$ cat src/design/nnueacc_pkg.sv
`timescale 1ns / 1ps

package nnueacc_pkg;

    // default accumulator elements per perspective
    localparam int ACC_SIZE_DEF = 1024;

    // field widths
    localparam int ACC_W     = 16;
    localparam int ELEM_W    = 10;
    localparam int ACTION_W  = 3;
    localparam int CEIL_W    = 15;
    localparam int SHIFT_W   = 4;
    localparam int ACT_OUT_W = 8;
    localparam int CFG_IDX_W = 1;

    // action codes
    localparam logic [ACTION_W-1:0] ACT_LOAD    = 3'd0;
    localparam logic [ACTION_W-1:0] ACT_ADD     = 3'd1;
    localparam logic [ACTION_W-1:0] ACT_SUB     = 3'd2;
    localparam logic [ACTION_W-1:0] ACT_ADD_SUB = 3'd3;
    localparam logic [ACTION_W-1:0] ACT_PAIR    = 3'd4;

    // configuration register indexes
    localparam logic [CFG_IDX_W-1:0] CFG_CLIP_CEILING  = 1'b0;
    localparam logic [CFG_IDX_W-1:0] CFG_PRODUCT_SHIFT = 1'b1;

    // configuration reset values
    localparam logic [CEIL_W-1:0]  CLIP_CEILING_RST  = 15'd255;
    localparam logic [SHIFT_W-1:0] PRODUCT_SHIFT_RST = 4'd7;

    typedef struct packed {
        logic [ACTION_W-1:0]     action;
        logic                    perspective;
        logic [ELEM_W-1:0]       element;
        logic signed [ACC_W-1:0] add_weight;
        logic signed [ACC_W-1:0] sub_weight;
        logic                    last;
    } t_in_item;

    typedef struct packed {
        logic [ACT_OUT_W-1:0] activation;
        logic                 final_res;
    } t_out_item;

    typedef struct packed {
        logic [CEIL_W-1:0]  clip_ceiling;
        logic [SHIFT_W-1:0] product_shift;
    } t_cfg;

endpackage

$ cat src/design/nnueacc_pair_act.sv
`timescale 1ns / 1ps

module nnueacc_pair_act (
    input  logic signed [nnueacc_pkg::ACC_W-1:0] i_first,
    input  logic signed [nnueacc_pkg::ACC_W-1:0] i_second,
    input  nnueacc_pkg::t_cfg                    i_cfg,
    output logic [nnueacc_pkg::ACT_OUT_W-1:0]    o_act
);

    logic signed [16:0] ceil_s;
    logic signed [16:0] first_s;
    logic signed [16:0] second_s;
    logic signed [16:0] clamp1;
    logic signed [16:0] clamp2;
    logic [15:0]        shifted_u;
    logic signed [15:0] shifted;
    logic signed [15:0] capped2;
    logic signed [31:0] prod;

    always_comb begin
        ceil_s   = signed'({2'b00, i_cfg.clip_ceiling});
        first_s  = 17'(i_first);
        second_s = 17'(i_second);

        // first value clamped to [0, ceiling]
        if (first_s < 17'sd0) begin
            clamp1 = 17'sd0;
        end else if (first_s > ceil_s) begin
            clamp1 = ceil_s;
        end else begin
            clamp1 = first_s;
        end

        // second value only capped at the ceiling
        if (second_s > ceil_s) begin
            clamp2 = ceil_s;
        end else begin
            clamp2 = second_s;
        end

        // shift and wrap to 16 bits
        shifted_u = clamp1[15:0] << i_cfg.product_shift;
        shifted   = signed'(shifted_u);
        capped2   = clamp2[15:0];
        prod      = shifted * capped2;

        // high half saturated to 0..255
        if (prod[31]) begin
            o_act = '0;
        end else if (|prod[30:24]) begin
            o_act = '1;
        end else begin
            o_act = prod[23:16];
        end
    end

endmodule

$ cat config.mk
export PLATFORM = sky130hd
export DESIGN_NAME = nnueacc_pair_act
export DESIGN_NICKNAME = d
export VERILOG_FILES = /design/src/design/nnueacc_pkg.sv /design/src/design/nnueacc_pair_act.sv
export SDC_FILE = /design/constraint.sdc
export NUM_CORES = 1
export LEC_CHECK = 0
export BUFFER_PORTS_ARGS = -buffer_cell sky130_fd_sc_hd__buf_2
export CORE_MARGIN = 2
export CORE_UTILIZATION = 53
export DETAILED_ROUTE_END_ITERATION = 8
export PLACE_DENSITY_LB_ADDON = 0.1
export SYNTH_ARGS = -nofsm -noshare
export SYNTH_HDL_FRONTEND = slang
export SYNTH_SLANG_ARGS = --single-unit
export TNS_END_PERCENT = 5
$ cat constraint.sdc
create_clock -name vclk -period 9.9
set_input_delay 0.99 -clock vclk [all_inputs]
set_output_delay 0.99 -clock vclk [all_outputs]
set_load 0.02 [all_outputs]
==> results.yml <==
setup_path:
  critPathMaxFanout: 8
  crit_path_max_incr_delay_ps: 530
  crit_type: "input pin to output pin"
  slowest_stage: "fa_1"
  cp_num_cells: 43
  path_buf_inv: 16
  cp_top_family: "adder cells"
  cp-start-kind: "input pin"
  cp-end-kind: "output pin"
  worstPathArrival_ps: 9680
  crit_required_ps: 8910
  crit_top_cell: "buf_4"
detailed_routing:
  vias_per_cell: 5.34
  wirelength_um: 34700
  drt_pre_antenna_iters: 6
  drtIter0Drc: 671
  num_vias: 10953
  wl_per_cell_um: 16.9
  antenna_left: 0
  drc_errors: 0
yosys:
  yosysWarnings: 0
  synth_cell_types: 66
  netlist_area_mm2: 0.0118
  synthCells: 1418
  synth.avg_cell_area_um2: 8.35
  synthTopCellsByArea: "fa_1, ha_1, inv_1"
  synth_seq_area_share: 0
  yosysTopAreaCell: "fa_1"
  synthesis.nets: 1839
  synth_top_cell_area_share: 0.441
grt:
  grt-ovfl-total: 0
  grt_pass1_wl_um: 59500
  grt_max_degree: 24
  grt_pass1_vias: 11893
  grtUsageTotal: 0.312
  antenna_found_initial: 0
layout:
  design_area_mm2: 0.0159
  fillerInstances: 1747
  nets: 2195
  drive_above_1_share: 0.313
  numSequentialCells: 0
  seqCellArea_um2: 0
  nClkBuffers: 0
  syn_to_final_growth_pct: 34.2
  diodes: 0
  multi_input_area_mm2: 0.0111
placed_design:
  place.gp.congestion: 0.964
  dpl_cell_area_mm2: 0.0150
  port_buffers: 59
  dp.final_hpwl_um: 29900
hold_path:
  hold_depth: 11
  min_path_type: "input pin to output pin"
flow_run:
  cap_violations: 0
timing:
  min_period_ps: 10670
  setup_ws_ps: -772
  worst_pin_slew_ps: 585
  max_freq_ghz: 0.0937
  hold_viol_final: 0
  slew_headroom: 0.610
  period_share: 1.08
  final_max_slew_viol_count: 0
  finalHoldWorstSlack_ps: 3230
  rsz0062_at_grt: "true"
  finalSetupViolCount: 8
run_status:
  outcome: "finished, violations left"
  violations: "setup timing"
floorplan:
  core-area_mm2: 0.0219
  start_util: 0.541
  die_area_mm2: 0.0236
  io_pins: 59
  die_h_um: 154
  rows: 54
  dieWidth_um: 154
-- synth_stat cells, drive strengths merged (5+ instances only) --
library cell  number
a211oi             5
a21o              32
a21oi             56
a41oi              9
and2               8
and3               5
buf                6
clkbuf            42
fa               261
ha               109
inv              334
mux2               8
mux2i             16
mux4              11
nand2            115
nand2b            29
nand3             23
nand4              9
nor2             178
nor2b             20
nor3              20
nor4               8
o21a               7
o21ai             28
or2               11
xnor2             18
xor2               6
-- kinds of logic (layout without fill, tap and decap cells) --
kind of cell | after synthesis | after routing | share of synthesized area
muxes | 35 | 35 | 0.0424
and+or+nand+nor | 432 | 432 | 0.163
AOI/OAI and AO/OA | 174 | 174 | 0.0980
adders and majority gates | 370 | 370 | 0.556
buffers and inverters | 383 | 737 | 0.122
xor gates and xnor gates | 24 | 24 | 0.0184
-- per-layer routing --
metal,track usage,up-vias,part of all wire
met5,0,-,0
met4,0.0664,0,0.023
met3,0.0285,47,0.059
met2,0.548,297,0.51
met1,0.426,5507,0.41
li1,-,5102,-
-- area by class of cell --
cell class         count  share of cell area
well taps            280              0.0220
multi-input cells   1035               0.698
repair buffers       402               0.199
inverters            335              0.0803
-- per-stage QoR --
step	setup WS, ps	util	setup TNS, ps	std cells
finish	-772	0.726	-6090	2052
global route	-1100	0.726	-8780	2052
CTS	-589	0.713	-4690	2044
detailed placement	-1170	0.687	-9290	2017
global placement	-1140	0.687	-9020	2017
floorplan	-193	-	-1450	1418
-- cells in the final DEF (no fill, tap or decap), drive strengths merged, types with 2 or more instances in the layout --
cell     instances
a211oi           5
a21boi           3
a21o            32
a21oi           56
a22oi            2
a311oi           2
a31oi            2
a41oi            9
and2             8
and3             5
buf            402
fa             261
ha             109
inv            334
mux2             8
mux2i           16
mux4            11
nand2          115
nand2b          29
nand3           23
nand4            9
nor2           178
nor2b           20
nor3            20
nor4             8
o2111ai          2
o211ai           3
o21a             7
o21ai           28
o21bai           4
o31a             3
o31ai            2
or2             11
or4              2
xnor2           18
xor2             6
-- repair_timing --
| action | CTS | global route |
|---|---|---|
| cloned | 2 | 0 |
| buffers inserted | 25 | 10 |
| endpoints found under the setup margin | 8 | 8 |
| resized for setup | 79 | 49 |
| pin swaps | 48 | 47 |
| hold buffers | 0 | 0 |
-- worst paths after layout --
path | startpoint | slack [ps] | endpoint
min | i_second[1] | 3230 | o_act[5]
max | i_cfg[5] | -770 | o_act[4]
Power is not shown: default switching activity piles up to over one toggle a cycle in this logic, so the estimate is an artifact.
